--- src/hdl/shdm_pkg.sv ---
`timescale 1ns / 1ps
// ----------------------------------------------------------------------------
// Stepper driver health monitor package
// Shared types, codes and constants for the monitor's controller and datapath.
// ----------------------------------------------------------------------------
package shdm_pkg;

   // Controller states
   typedef enum logic [0:0] {
      CTL_IDLE = 1'b0,
      CTL_EXEC = 1'b1
   } ctl_state_type;

   // Result event codes
   typedef enum logic [3:0] {
      EV_QUIET         = 4'd0,
      EV_LINK_LOST     = 4'd1,
      EV_STILL_LOST    = 4'd2,
      EV_RESTORED      = 4'd3,
      EV_SHDN_OVERTEMP = 4'd4,
      EV_SHDN_OTHER    = 4'd5,
      EV_THERMAL_WARN  = 4'd6,
      EV_WARN_REDUCE   = 4'd7,
      EV_OTHER_FAULT   = 4'd8
   } event_type;

   // Configuration register indexes
   typedef enum logic [2:0] {
      CSR_ERROR_MASK    = 3'd0,
      CSR_TWARN_MASK    = 3'd1,
      CSR_TSHDN_MASK    = 3'd2,
      CSR_UVLO_MASK     = 3'd3,
      CSR_OCD_MASK      = 3'd4,
      CSR_STALL_MASK    = 3'd5,
      CSR_KVAL_STEP     = 3'd6,
      CSR_STOP_ON_ERROR = 3'd7
   } csr_index_type;

   // Configuration reset values
   localparam logic [15:0] ERROR_MASK_RST = 16'h7E00;
   localparam logic [15:0] TWARN_MASK_RST = 16'h0400;
   localparam logic [15:0] TSHDN_MASK_RST = 16'h0800;
   localparam logic [15:0] UVLO_MASK_RST  = 16'h0200;
   localparam logic [15:0] OCD_MASK_RST   = 16'h1000;
   localparam logic [15:0] STALL_MASK_RST = 16'h6000;
   localparam logic [6:0]  KVAL_STEP_RST  = 7'd1;

   // Status decode constants
   localparam logic [15:0] STATUS_ALL_ONES   = 16'hFFFF;
   localparam logic [15:0] STATUS_ALL_ZEROS  = 16'h0000;
   localparam int          HIZ_BIT           = 0;
   localparam logic [8:0]  LINK_REMIND_LIMIT = 9'd240;
   localparam logic [3:0]  WARN_LIMIT        = 4'd4;

   // Per-driver record
   typedef struct packed {
      logic [7:0] link_loss_count;
      logic [2:0] warning_count;
      logic       warning_flag;
      logic       overtemp_flag;
      logic       hiz_flag;
   } drv_rec_type;

   // One result
   typedef struct packed {
      logic       undervoltage;
      logic       stall_res;
      logic       overcurrent;
      logic       halt_request;
      logic       reinit_request;
      logic [7:0] kval_value;
      logic       kval_write;
      event_type  event_res;
   } result_type;

   // Controller to datapath
   typedef struct packed {
      logic load;    // capture request, start record read
      logic commit;  // write record back, load result register
   } dp_cmd_type;

   // Datapath to controller
   typedef struct packed {
      logic out_free;  // result register empty or being drained now
   } dp_stat_type;

endpackage

--- src/hdl/shdm_ctrl.sv ---
`timescale 1ns / 1ps
// ----------------------------------------------------------------------------
// Stepper driver health monitor controller
// Two-state sequencer: capture a request, then evaluate and commit it.
// ----------------------------------------------------------------------------
module shdm_ctrl
   import shdm_pkg::*;
(
   input  logic        clock,
   input  logic        reset,
   input  logic        req_tvalid,
   output logic        req_tready,
   input  dp_stat_type stat,
   output dp_cmd_type  cmd
);

   ctl_state_type state_ff;
   ctl_state_type state_in;

   // State register
   always_ff @(posedge clock) begin
      if (reset) begin
         state_ff <= CTL_IDLE;
      end else begin
         state_ff <= state_in;
      end
   end

   // Next state
   always_comb begin
      state_in = state_ff;
      unique case (state_ff)
         CTL_IDLE: begin
            if (req_tvalid) begin
               state_in = CTL_EXEC;
            end
         end
         CTL_EXEC: begin
            if (stat.out_free) begin
               state_in = CTL_IDLE;
            end
         end
         default: state_in = CTL_IDLE;
      endcase
   end

   // Outputs
   always_comb begin
      req_tready = 1'b0;
      cmd        = '0;
      unique case (state_ff)
         CTL_IDLE: begin
            req_tready = 1'b1;
            cmd.load   = req_tvalid;
         end
         CTL_EXEC: begin
            cmd.commit = stat.out_free;
         end
         default: begin
            req_tready = 1'b0;
         end
      endcase
   end

endmodule

--- src/hdl/shdm_datapath.sv ---
`timescale 1ns / 1ps
// ----------------------------------------------------------------------------
// Stepper driver health monitor datapath
// Config registers, per-driver record memory, status classifier, result reg.
// ----------------------------------------------------------------------------
module shdm_datapath
   import shdm_pkg::*;
#(
   parameter int NUM_DRIVERS = 16
) (
   input  logic        clock,
   input  logic        reset,
   input  dp_cmd_type  cmd,
   output dp_stat_type stat,
   input  logic [3:0]  driver,
   input  logic [15:0] status_word,
   input  logic [7:0]  current_kval,
   input  logic        abort,
   input  logic        csr_valid,
   input  logic [2:0]  csr_index,
   input  logic [15:0] csr_wdata,
   output logic        rsp_tvalid,
   input  logic        rsp_tready,
   output result_type  result
);

   localparam int AW = (NUM_DRIVERS > 1) ? $clog2(NUM_DRIVERS) : 1;
   localparam logic [6:0] NUM_DRV_W = 7'(NUM_DRIVERS);

   // Configuration registers
   logic [15:0] error_mask_ff, twarn_mask_ff, tshdn_mask_ff;
   logic [15:0] uvlo_mask_ff, ocd_mask_ff, stall_mask_ff;
   logic [6:0]  kval_step_ff;
   logic        stop_on_error_ff;

   always_ff @(posedge clock) begin
      if (reset) begin
         error_mask_ff    <= ERROR_MASK_RST;
         twarn_mask_ff    <= TWARN_MASK_RST;
         tshdn_mask_ff    <= TSHDN_MASK_RST;
         uvlo_mask_ff     <= UVLO_MASK_RST;
         ocd_mask_ff      <= OCD_MASK_RST;
         stall_mask_ff    <= STALL_MASK_RST;
         kval_step_ff     <= KVAL_STEP_RST;
         stop_on_error_ff <= 1'b0;
      end else if (csr_valid) begin
         unique case (csr_index_type'(csr_index))
            CSR_ERROR_MASK:    error_mask_ff    <= csr_wdata;
            CSR_TWARN_MASK:    twarn_mask_ff    <= csr_wdata;
            CSR_TSHDN_MASK:    tshdn_mask_ff    <= csr_wdata;
            CSR_UVLO_MASK:     uvlo_mask_ff     <= csr_wdata;
            CSR_OCD_MASK:      ocd_mask_ff      <= csr_wdata;
            CSR_STALL_MASK:    stall_mask_ff    <= csr_wdata;
            CSR_KVAL_STEP:     kval_step_ff     <= csr_wdata[6:0];
            CSR_STOP_ON_ERROR: stop_on_error_ff <= csr_wdata[0];
            default:           stop_on_error_ff <= stop_on_error_ff;
         endcase
      end
   end

   // Captured request
   logic [AW-1:0] addr_ff;
   logic [15:0]   status_ff;
   logic [7:0]    kval_ff;
   logic          active_ff;  // not aborted and driver in range

   always_ff @(posedge clock) begin
      if (cmd.load) begin
         addr_ff   <= AW'(driver);
         status_ff <= status_word;
         kval_ff   <= current_kval;
         active_ff <= !abort && ({3'b000, driver} < NUM_DRV_W);
      end
   end

   // Per-driver record memory, registered read
   drv_rec_type rec_mem [NUM_DRIVERS];
   drv_rec_type rd_rec_ff;
   drv_rec_type new_rec;
   logic        rec_we;

   always_ff @(posedge clock) begin
      if (cmd.load) begin
         rd_rec_ff <= rec_mem[AW'(driver)];
      end
      if (rec_we) begin
         rec_mem[addr_ff] <= new_rec;
      end
   end

   // Valid bits: an unwritten entry reads as all zeros
   logic [NUM_DRIVERS-1:0] vld_ff;
   logic                   rd_vld_ff;

   always_ff @(posedge clock) begin
      if (reset) begin
         vld_ff    <= '0;
         rd_vld_ff <= 1'b0;
      end else begin
         if (cmd.load) begin
            rd_vld_ff <= vld_ff[AW'(driver)];
         end
         if (rec_we) begin
            vld_ff[addr_ff] <= 1'b1;
         end
      end
   end

   assign rec_we = cmd.commit && active_ff;

   // Status classification and record update
   drv_rec_type cur_rec;
   result_type  res_in;
   logic [15:0] inv;
   logic        lost;
   logic [8:0]  llc_inc;
   logic [3:0]  wc_inc;
   logic [8:0]  step_x2;
   logic [8:0]  step_x1;
   logic [8:0]  kval_w;

   always_comb begin
      cur_rec = rd_vld_ff ? rd_rec_ff : '0;
      new_rec = cur_rec;
      res_in  = '0;
      inv     = ~status_ff;
      lost    = (status_ff == STATUS_ALL_ZEROS) || (status_ff == STATUS_ALL_ONES);
      llc_inc = {1'b0, cur_rec.link_loss_count} + 9'd1;
      wc_inc  = {1'b0, cur_rec.warning_count} + 4'd1;
      step_x1 = {2'b00, kval_step_ff};
      step_x2 = {1'b0, kval_step_ff, 1'b0};
      kval_w  = {1'b0, kval_ff};

      if (lost) begin
         // link lost: first loss, or count toward the reminder
         if (cur_rec.link_loss_count == 8'd0) begin
            new_rec.link_loss_count = 8'd1;
            res_in.event_res        = EV_LINK_LOST;
         end else if (llc_inc > LINK_REMIND_LIMIT) begin
            new_rec.link_loss_count = 8'd1;
            res_in.event_res        = EV_STILL_LOST;
         end else begin
            new_rec.link_loss_count = llc_inc[7:0];
         end
      end else if (cur_rec.link_loss_count != 8'd0) begin
         // first good word after a loss
         new_rec.link_loss_count = 8'd0;
         res_in.event_res        = EV_RESTORED;
         res_in.reinit_request   = 1'b1;
      end else if ((inv & error_mask_ff) != 16'd0) begin
         if (status_ff[HIZ_BIT]) begin
            // bridges in hi-Z
            new_rec.hiz_flag = 1'b1;
            if ((inv & twarn_mask_ff) != 16'd0) begin
               new_rec.overtemp_flag = 1'b1;
               res_in.kval_write     = 1'b1;
               res_in.kval_value     = (step_x2 >= kval_w) ? 8'd0 : 8'(kval_w - step_x2);
               res_in.event_res      = EV_SHDN_OVERTEMP;
            end else begin
               new_rec.overtemp_flag = 1'b0;
               res_in.event_res      = EV_SHDN_OTHER;
            end
         end else begin
            new_rec.hiz_flag = 1'b0;
            if ((inv & twarn_mask_ff) != 16'd0) begin
               new_rec.warning_flag = 1'b1;
               if (wc_inc > WARN_LIMIT) begin
                  res_in.kval_write     = 1'b1;
                  res_in.kval_value     = (step_x1 >= kval_w) ? 8'd0 : 8'(kval_w - step_x1);
                  res_in.event_res      = EV_WARN_REDUCE;
                  new_rec.warning_count = 3'd0;
               end else begin
                  res_in.event_res      = EV_THERMAL_WARN;
                  new_rec.warning_count = wc_inc[2:0];
               end
            end else begin
               res_in.event_res = EV_OTHER_FAULT;
            end
         end
         res_in.halt_request = stop_on_error_ff &&
            ((inv & (uvlo_mask_ff | twarn_mask_ff | tshdn_mask_ff)) != 16'd0);
         res_in.overcurrent  = (inv & ocd_mask_ff) != 16'd0;
         res_in.stall_res    = (inv & stall_mask_ff) != 16'd0;
         res_in.undervoltage = (inv & uvlo_mask_ff) != 16'd0;
      end else begin
         // healthy word clears thermal history
         new_rec.overtemp_flag = 1'b0;
         new_rec.warning_count = 3'd0;
         new_rec.warning_flag  = 1'b0;
      end

      // aborted or out-of-range request gives a quiet result
      if (!active_ff) begin
         res_in = '0;
      end
   end

   // Result register
   logic rsp_valid_ff;

   always_ff @(posedge clock) begin
      if (reset) begin
         rsp_valid_ff <= 1'b0;
      end else if (cmd.commit) begin
         rsp_valid_ff <= 1'b1;
      end else if (rsp_tready) begin
         rsp_valid_ff <= 1'b0;
      end
   end

   always_ff @(posedge clock) begin
      if (cmd.commit) begin
         result <= res_in;
      end
   end

   assign rsp_tvalid    = rsp_valid_ff;
   assign stat.out_free = !rsp_valid_ff || rsp_tready;

endmodule

--- src/hdl/stepper_driver_health_monitor_top.sv ---
`timescale 1ns / 1ps
// ----------------------------------------------------------------------------
// Stepper driver health monitor
// Classifies polled driver status words and keeps a per-driver fault record.
// ----------------------------------------------------------------------------
// Result: rsp_tvalid is registered at the commit in CTL_EXEC, which follows the
//   capture in CTL_IDLE; a held result stalls the commit. No new request is
//   taken until then; the record is read at capture, written back at commit.
// Reset: control state and config registers return to defaults at once;
//   per-driver valid bits clear so every record reads as zero. No clear pass.
// ----------------------------------------------------------------------------
module stepper_driver_health_monitor_top
   import shdm_pkg::*;
#(
   parameter int NUM_DRIVERS = 16
) (
   input  logic        clock,
   input  logic        reset,
   // request channel
   input  logic        req_tvalid,
   output logic        req_tready,
   input  logic [31:0] req_tdata,   // driver[3:0], status_word[19:4], current_kval[27:20]
   input  logic        req_tuser,   // abort
   // result channel
   output logic        rsp_tvalid,
   input  logic        rsp_tready,
   output logic [23:0] rsp_tdata,   // event_res[3:0], kval_write[4], kval_value[12:5],
                                    // reinit_request[13], halt_request[14],
                                    // overcurrent[15], stall_res[16], undervoltage[17]
   // configuration write channel
   input  logic        csr_valid,
   output logic        csr_ready,
   input  logic [2:0]  csr_index,
   input  logic [15:0] csr_wdata
);

   dp_cmd_type  cmd;
   dp_stat_type stat;
   result_type  result;

   assign csr_ready = 1'b1;

   shdm_ctrl u_ctrl (
      .clock      (clock),
      .reset      (reset),
      .req_tvalid (req_tvalid),
      .req_tready (req_tready),
      .stat       (stat),
      .cmd        (cmd)
   );

   shdm_datapath #(
      .NUM_DRIVERS (NUM_DRIVERS)
   ) u_datapath (
      .clock        (clock),
      .reset        (reset),
      .cmd          (cmd),
      .stat         (stat),
      .driver       (req_tdata[3:0]),
      .status_word  (req_tdata[19:4]),
      .current_kval (req_tdata[27:20]),
      .abort        (req_tuser),
      .csr_valid    (csr_valid),
      .csr_index    (csr_index),
      .csr_wdata    (csr_wdata),
      .rsp_tvalid   (rsp_tvalid),
      .rsp_tready   (rsp_tready),
      .result       (result)
   );

   // pack result, last field lowest
   assign rsp_tdata = {6'd0, result};

endmodule

--- config.mk ---
export PLATFORM = sky130hd
export DESIGN_NAME = stepper_driver_health_monitor_top
export DESIGN_NICKNAME = d
export VERILOG_FILES = /design/src/hdl/shdm_pkg.sv /design/src/hdl/shdm_ctrl.sv /design/src/hdl/shdm_datapath.sv /design/src/hdl/stepper_driver_health_monitor_top.sv
export SDC_FILE = /design/constraint.sdc
export NUM_CORES = 1
export LEC_CHECK = 0
export BUFFER_PORTS_ARGS = -buffer_cell sky130_fd_sc_hd__buf_2
export CAP_MARGIN = 20
export CORE_ASPECT_RATIO = 0.8
export CORE_MARGIN = 2
export CORE_UTILIZATION = 57
export DETAILED_ROUTE_END_ITERATION = 8
export PLACE_DENSITY_LB_ADDON = 0.3
export SYNTH_ARGS = -nofsm -noshare
export SYNTH_HDL_FRONTEND = slang
export SYNTH_SLANG_ARGS = --single-unit
export TNS_END_PERCENT = 5
--- constraint.sdc ---
create_clock -name clock -period 4 [get_ports clock]
set_input_delay 0.4 -clock clock [delete_from_list [all_inputs] [get_ports clock]]
set_output_delay 0.4 -clock clock [all_outputs]
set_load 0.005 [all_outputs]
### Word-level counts from Yosys, hierarchy flattened

Memories as Yosys holds them, arrays and structs flattened. A register that Yosys moved wholly into a read port is not among the register bits.
Cells that the tools add are included.

| storage, ports and cells | value |
|---|---|
| bits in latches | 0 |
| word-level logic and storage cells | 129 |
| RAM bits | 224 |
| output and inout bits | 27 |
| register bits after elaboration | 170 |
| input port bits | 57 |
| memories kept | 1 |
| memory bits (read-only) | 0 |

Memory list:

| memory | words | width | rd ports | clocked after Yosys merged registers in | wr ports | RTL line | RTL |
|---|---|---|---|---|---|---|---|
| u_datapath.rec_mem | 16 | 14 | 1 | 1 | 1 | shdm_datapath.sv:77 | `drv_rec_type rec_mem [NUM_DRIVERS];` |

| operators by class | value |
|---|---|
| mux-type cells | 44 |
| add/sub/neg operators | 4 |
| equal/unequal tests | 8 |
| div/mod/pow operators | 0 |
| reductions and logical operators | 28 |
| multipliers | 0 |
| shift-type cells | 0 |
| bitwise gates (word level) | 13 |
| $lt $le $gt $ge | 7 |

Operator list:

| kind | number |
|---|---|
| 16-bit bitwise AND | 6 |
| 16-bit nonzero test | 6 |
| 8-bit 2-to-1 mux | 6 |
| 16-bit OR | 3 |
| 4-bit 2-to-1 mux | 7 |
| 9-bit 2-to-1 mux | 3 |
| 1-bit 2-to-1 mux | 18 |
| 16-bit equality test, second input constant | 1 |
| 16-bit zero test | 1 |
| 16-bit NOT | 1 |
| 2-bit AND reduction | 8 |
| 14-bit 2-to-1 mux | 1 |
| 13-bit 2-to-1 mux | 1 |
| 3-bit equality test, second input constant | 4 |
| 6-bit 2-to-1 mux | 2 |
| 4-bit by 5-bit < comparator with 1-bit output, second input constant | 2 |
| 8-bit by 1-bit adder with 9-bit output, second input constant | 1 |
| 9-bit by 8-bit greater-than comparator with 1-bit output, second input constant | 1 |
| 7-bit by 8-bit greater-or-equal comparator with 1-bit output | 1 |
| 8-bit greater-or-equal comparator | 1 |
| 8-bit zero test | 1 |
| 8-bit nonzero test | 1 |
| 8-bit by 7-bit subtractor with 8-bit output | 1 |
| 8-bit subtractor | 1 |
| other kinds (19) | 26 |

### Logic depth before layout (Yosys ltp)

Gate-level depths: netlist of the first run.

| logic depth | value |
|---|---|
| depth in word-level cells | 9 |
| gate-level depth with buffers | 10 |
| gate-level depth less buffers | 10 |

### Cells and area by module

A second synthesis of the first run with hierarchy kept.

| unflattened totals | value |
|---|---|
| cell total of the unflattened synthesis | 1168 |
| area, all modules | 14879.3 sq um |

Modules (own cells, without submodules):

| module | times used | cells each | area each (sq um) | sequential area each (sq um) |
|---|---|---|---|---|
| shdm_datapath | 1 | 1153 | 14766.7 | 9469.1 |
| stepper_driver_health_monitor_top | 1 | 9 | 60.1 | 0.0 |
| shdm_ctrl | 1 | 6 | 52.6 | 20.0 |

### Worst setup path before layout of the first run

OpenSTA, ideal clock, no wires.

| path | value |
|---|---|
| path kind | input-to-reg |
| start | input rsp_tready |
| end | memory u_datapath.rec_mem[1][10] (netlist bit) (enable) |
| setup time | 411 ps |
| buffers on the path | 0 |
| cell stages on the path | 4 |
| path slack | 472 ps |
| required time | 3589 ps |
| data arrival time | 3117 ps |
| path through | inv_1 -> a21oi_1 -> nand2_1 -> nor4_1 |

RTL lines:

| element | RTL line | RTL |
|---|---|---|
| start, declared | stepper_driver_health_monitor_top.sv:26 | `input logic rsp_tready,` |
| end, declared | shdm_datapath.sv:77 |  |

==> impl_results.md, run 1 <==
- TritonCTS buffer count: 35
- Synthesis Warnings: 0
- EDFF count, synth: 234
- Synth Flop Type: edfxtp_1
- F_max: 289 MHz
- Peak supply drop: 0.288 mV
- Net count, final: 1325
- Hold Path Class: input port to flop
- TNS Setup: 0 ns
- Postcts setup bufs: 0
- Antenna diodes: 0
- Synth Cell Area: 0.0149 mm^2
- Synth area leaders: edfxtp_1, dfxtp_1, mux4_2
- WP data required: 4.18 ns
- Final Hold Vio Count: 0
- Core area: 0.0254 mm^2
- WP data arrival: 3.64 ns
- Share of cells above drive strength 1: 0.193
- Post-route ant nets: 0
- RSZ-0062 raised after global routing: no
- Cell count after synthesis: 1160
- DRC errors left: 0
- Total Power: 7.74 mW
- DRT Pass-1 Iters: 5
- Port bufs: 72
- Vias in the first global route: 9533
- H-tree depth: 2
- Yosys top cell area share: 0.473
- Worst Max-Slew Pin Slew: 1.06 ns
- Max cap viols: 0
- RePlAce Congestion: 0.892
- Global-route wire length before repair: 55.2 mm
- Worst slack at placement: 0.653 ns
- Avg Cell Area, Syn: 12.8 um^2
- Crit path launch: u_datapath.rd_rec_ff[6]$_DFFE_PP_
- Initial DRC Count: 1246
- Static Leak: 6.11 nW
- Clk Latency, worst-skew pair: 0.53 ns
- Status: finished, final reports clean
- Post-synth top cells: edfxtp_1, nand2_1, dfxtp_1, a21oi_1, nor2_1
- Total track usage: 0.270
- CTS tree: done
- Initial antenna violation count: 0
- Setup violators final: 0
- Netlist cell types: 70
- Flops & latches, synth: 357
- Horiz. Die Dim: 185 um
- Period utilisation layout: 0.864
- Hold Crit Start: req_tdata[13]
- CTS sink count: 357
- Crit path kind: flop to flop
- Post-cts sizing count: 0
- Slew Limit Fails: 0
- Sequential area share after synthesis: 0.638
- Maximum clock path buffer count: 3
- Layout Skew: 0.0330 ns
- Clock slew at reported path FFs: 0.06 ns
- Global route overflow: 0
- Synth-to-layout area growth: 13.4%
- Hold Buf Count CTS: 0
- IO Pins: 84
- Power density cells: 460 mW/mm^2
- Clk root buf: clkbuf_16
- R2R Path Start: u_datapath.rd_rec_ff[6]$_DFFE_PP_
- Via count: 9979
- Ys async rst share: 0
- CP Launch Type: flop
- Dpl hpwl: 23.8 mm
- Die Ht: 148 um
- Post-route setup slack: 0.545 ns
- Initial Util: 0.584
- Crit end category: flop
- Worst slew margin: 0.290
- CP max FO: 16
- Total wire length: 36.2 mm
- Full die area: 0.0274 mm^2
- # rows: 52
- Cell with the most instances after synthesis: edfxtp_1
- Vias per std cell: 6.14
- Leading area contributor after synthesis: edfxtp_1
- Largest net degree at the start of global routing: 95
- Average detailed-routed wire length per instance: 22.3 um
- Fin crit period: 3.46 ns
==> state kept, by name (all words and copies together), names as in the netlist, 8 cells and up <==
| signal | cells |
|---|---|
| u_datapath.rec_mem | 176 |
| u_datapath.result | 18 |
| u_datapath.error_mask_ff | 16 |
| u_datapath.ocd_mask_ff | 16 |
| u_datapath.stall_mask_ff | 16 |
| u_datapath.status_ff | 16 |
| u_datapath.tshdn_mask_ff | 16 |
| u_datapath.twarn_mask_ff | 16 |
| u_datapath.uvlo_mask_ff | 16 |
| u_datapath.vld_ff | 16 |
| u_datapath.rd_rec_ff | 11 |
| u_datapath.kval_ff | 8 |
==> worst paths after layout <==
path,endpoint,slack [ns],cells after the start
worst max-delay path,u_datapath.rec_mem[11][13]$_DFFE_PP_,0.54,9
worst min-delay path,u_datapath.status_ff[9]$_DFFE_PP_,0.05,1
worst max register to register,u_datapath.rec_mem[11][13]$_DFFE_PP_,0.54,9
worst min register to register,u_datapath.error_mask_ff[8]$_SDFFE_PP0P_,0.45,2
==> power by group <==
part	switching [mW]	internal, mW	total [mW]
registers	0.0631	3.98	4.05
logic	0.306	0.184	0.490
clock network	1.39	1.82	3.21
total	1.76	5.99	7.74
==> routing by layer <==
layer,vias up,track usage,share of wire,routed length (um)
li1,4461,-,-,-
met1,4946,0.414,0.44,15900
met2,514,0.399,0.44,16000
met3,58,0.0517,0.098,3550
met4,0,0.0704,0.020,707
met5,-,0,0,0
==> cells by family (layout without fill, tap and decap cells) <==
logic type,Yosys count,count (layout),share of synthesized area
AO/OA/AOI/OAI,198,198,0.0860
XOR/XNOR,16,16,0.00943
adder cells (fa/ha/maj),20,20,0.0178
buffers and inverters,101,211,0.0285
flip-flops,357,357,0.638
multiplexers,69,69,0.0970
other,2,7,0.000505
AND/OR/NAND/NOR,397,397,0.122
==> cell usage in the layout, fill, tap and decap left out, drive strengths merged, types with 15 or more instances in the layout <==
cell type  instances
inv               44
nand4             15
nor2b             22
dfxtp            123
buf              104
mux4              60
ha                18
clkinv            20
nor2              73
a21oi            107
nand2            206
edfxtp           234
clkbuf            40
nor3              16
==> per-stage QoR <==
stage,hold slack [ns],utilization,instance area (um^2),std cells
final,0.0452,0.662,16900,1626
after detailed placement,0.445,0.617,15700,1558
after CTS,0.0334,0.661,16800,1622
after global routing,0.0383,0.662,16900,1626
after floorplan,0.431,-,14900,1165
after global placement,0.438,0.617,15700,1557
==> worst max-delay path, stage by stage (launching register included) <==
cell and delay, ns:
edfxtp_1 0.43, nand2_1 0.14, inv_1 0.10, ha_1 0.27, nand4_1 0.21, o21ai_0 0.25, a211oi_1 0.12, o21ai_1 0.28
nand4_1 0.42, nor2_1 0.89
==> area by class of cell <==
class                      count  area, um^2
clock buffer                  40         936
clock inverter                24         181
tap                          351         439
timing repair buffer         104         618
sequential                   357        9490
multi-input combinational    707        5030
fill                        1771        8590
inverter                      43         161
Power figures use the tool's default switching activity.
==> run 2, diff against run 1 <==
Settings changed: HOLD_SLACK_MARGIN set to 0.05.
==> impl_results.md, run 2 (same netlist as run 1, synthesis figures left out) <==
- F_max: 285 MHz (was 289 MHz)
- Fin crit period: 3.50 ns (was 3.46 ns)
- TNS Setup: 0 ns (unchanged)
- Clock slew at reported path FFs: 0.06 ns (about the same)
- Worst Max-Slew Pin Slew: 1.07 ns (was 1.06 ns)
- Hold Path Class: input port to flop (unchanged)
- DP Area: 0.0157 mm^2 (unchanged)
- WP data required: 4.18 ns (about the same)
- Period utilisation layout: 0.876 (was 0.864)
- Dpl hpwl: 23.8 mm (unchanged)
- Sw Ratio: 0.226 (was 0.227)
- Net count, final: 1337 (was 1325)
- Crit path kind: flop to flop (unchanged)
- CP Launch Type: flop (unchanged)
- TritonCTS buffer count: 35 (unchanged)
- Layout Skew: 0.0325 ns (was 0.0330 ns)
- Maximum clock path buffer count: 3 (unchanged)
- GRT met3 Usage: 0.0514 (was 0.0517)
- Seq pwr share: 0.522 (about the same)
- Clk root buf: clkbuf_16 (unchanged)
- Worst setup path endpoint: u_datapath.rec_mem[11][13]$_DFFE_PP_ (unchanged)
- Slew Limit Fails: 0 (unchanged)
- Clk Latency, worst-skew pair: 0.53 ns (about the same)
- Postcts setup bufs: 0 (unchanged)
- DRC errors left: 0 (unchanged)
- Max cap viols: 0 (unchanged)
- Worst slew margin: 0.284 (was 0.290)
- Crit end category: flop (unchanged)
- Core area: 0.0254 mm^2 (unchanged)
- Average detailed-routed wire length per instance: 22.1 um (was 22.3 um)
- H-tree depth: 2 (unchanged)
- Biggest register: u_datapath.rec_mem (unchanged)
- Flop-to-flop setup slack: 0.50 ns (was 0.54 ns)
- Final Hold Vio Count: 0 (unchanged)
- CP max FO: 16 (unchanged)
- Peak supply drop: 0.291 mV (was 0.288 mV)
- Initial DRC Count: 1175 (was 1246)
- IO Pins: 84 (unchanged)
- # rows: 52 (unchanged)
- Post-cts sizing count: 0 (unchanged)
- R2R Path Start: u_datapath.rd_rec_ff[6]$_DFFE_PP_ (unchanged)
- Largest net degree at the start of global routing: 95 (unchanged)
- RePlAce Congestion: 0.892 (unchanged)
- Vias in the first global route: 9607 (was 9533)
- WP data arrival: 3.69 ns (was 3.64 ns)
- Initial Util: 0.584 (unchanged)
- Share of cells above drive strength 1: 0.191 (was 0.193)
- Worst r2r dst: u_datapath.rec_mem[11][13]$_DFFE_PP_ (unchanged)
- Initial antenna violation count: 0 (unchanged)
- Setup violators final: 0 (unchanged)
- CTS tree: done (unchanged)
- Die Ht: 148 um (unchanged)
- Clock power share: 0.413 (was 0.414)
- Most frequent cells in the layout: edfxtp_1, nand2_1, dfxtp_1, a21oi_1 (unchanged)
- GR peak layer: met1 (unchanged)
- DRT Pass-1 Iters: 5 (unchanged)
- Post-route ant nets: 0 (unchanged)
- Total track usage: 0.271 (was 0.270)
- Met2 GRT Util: 0.402 (was 0.399)
- RSZ-0062 raised after global routing: no (unchanged)
- Horiz. Die Dim: 185 um (unchanged)
- Number of flip-flops in the largest register: 176 (unchanged)
- Total wire length: 36.2 mm (about the same)
- Vias per std cell: 6.06 (was 6.14)
- Synth-to-layout area growth: 14.2% (was 13.4%)
- Hold Crit Start: req_tdata[5] (was req_tdata[13])
- Static Leak: 6.16 nW (was 6.11 nW)
- Antenna diodes: 0 (unchanged)
- R2r worst-path depth: 9 (unchanged)
- Met1 usage: 0.414 (about the same)
- Full die area: 0.0274 mm^2 (unchanged)
- Status: finished, final reports clean (unchanged)
- Crit path launch: u_datapath.rd_rec_ff[6]$_DFFE_PP_ (unchanged)
- Via count: 9932 (was 9979)
- Number of fill cells: 1762 (was 1771)
- Internal: 5.99 mW (about the same)
- Leading cell type in the layout, fill and taps excluded: edfxtp_1 (unchanged)
- P_sw: 1.75 mW (was 1.76 mW)
- Hold Buf Count CTS: 12 (was 0)
- Final Instance Area: 0.0170 mm^2 (was 0.0169 mm^2)
- CTS sink count: 357 (unchanged)
- Total Power: 7.75 mW (was 7.74 mW)
- Port bufs: 72 (unchanged)
- Power density cells: 457 mW/mm^2 (was 460 mW/mm^2)
- Logic gate share of total power: 0.064 (was 0.063)
- Global route overflow: 0 (unchanged)
- Global-route wire length before repair: 55.4 mm (was 55.2 mm)
- Top flop regs: u_datapath.rec_mem: 176 flops, u_datapath.result: 18 flops (unchanged)
[run 2: changes by cell type in the layout (fill, tap and decap cells not counted)]
cell and change:
dlygate4sd3_1 +12
[run 2: power by group through the flow]
stage / Combinational (mW) / Sequential [mW] / Clock, mW
6_report: 0.499 / 4.04 / 3.20
5_1_grt: 0.540 / 4.05 / 3.38
4_1_cts: 0.491 / 4.04 / 3.23
3_5_place_dp: 0.479 / 4.12 / 0
3_3_place_gp: 0.469 / 4.12 / 0
2_1_floorplan: 0.315 / 4.10 / 0
[run 2: metrics by stage]
stage	hold slack, ns	setup WS [ns]	cells	utilization
4_1_cts	0.0500	0.558	1634	0.666
3_3_place_gp	0.438	0.908	1557	0.617
5_1_grt	0.0581	0.279	1638	0.667
3_5_place_dp	0.445	0.653	1558	0.617
6_report	0.0650	0.497	1638	0.667
2_1_floorplan	0.431	0.472	1165	-
[run 2: layout make-up]
class / count / area [um^2] / share of cell area
Clock buffer: 40 / 936 / 0.0551
Clock inverter: 24 / 181 / 0.0107
Inverter: 43 / 161 / 0.00951
Multi-Input combinational cell: 707 / 5030 / 0.296
Sequential cell: 357 / 9490 / 0.559
Tap cell: 351 / 439 / 0.0259
Timing Repair Buffer: 116 / 738 / 0.0435
[run 2: worst min path at each step]
stage	endpoint	cells after the start	slack, ns
finish	u_datapath.status_ff[1]$_DFFE_PP_	1	0.06
global route	u_datapath.kval_ff[0]$_DFFE_PP_	1	0.06
CTS	u_datapath.status_ff[11]$_DFFE_PP_	1	0.05
detailed placement	u_datapath.error_mask_ff[8]$_SDFFE_PP0P_	2	0.45
global placement	u_datapath.error_mask_ff[8]$_SDFFE_PP0P_	2	0.44
floorplan	u_datapath.vld_ff[10]$_SDFFE_PP0P_	2	0.43
[run 2: critical path: stages (launching register included)]
cell,delay (ns)
edfxtp_1,0.43
nand2_1,0.14
inv_1,0.10
ha_1,0.27
nand4_1,0.21
o21ai_0,0.25
a211oi_1,0.12
o21ai_1,0.30
nand4_1,0.45
nor2_1,0.89
[run 2: per-layer routing]
metal  vias up  wire, um
met2       497     16300
met4         0       628
met5         -         0
met1      4888     15600
met3        54      3740
li1       4493         -
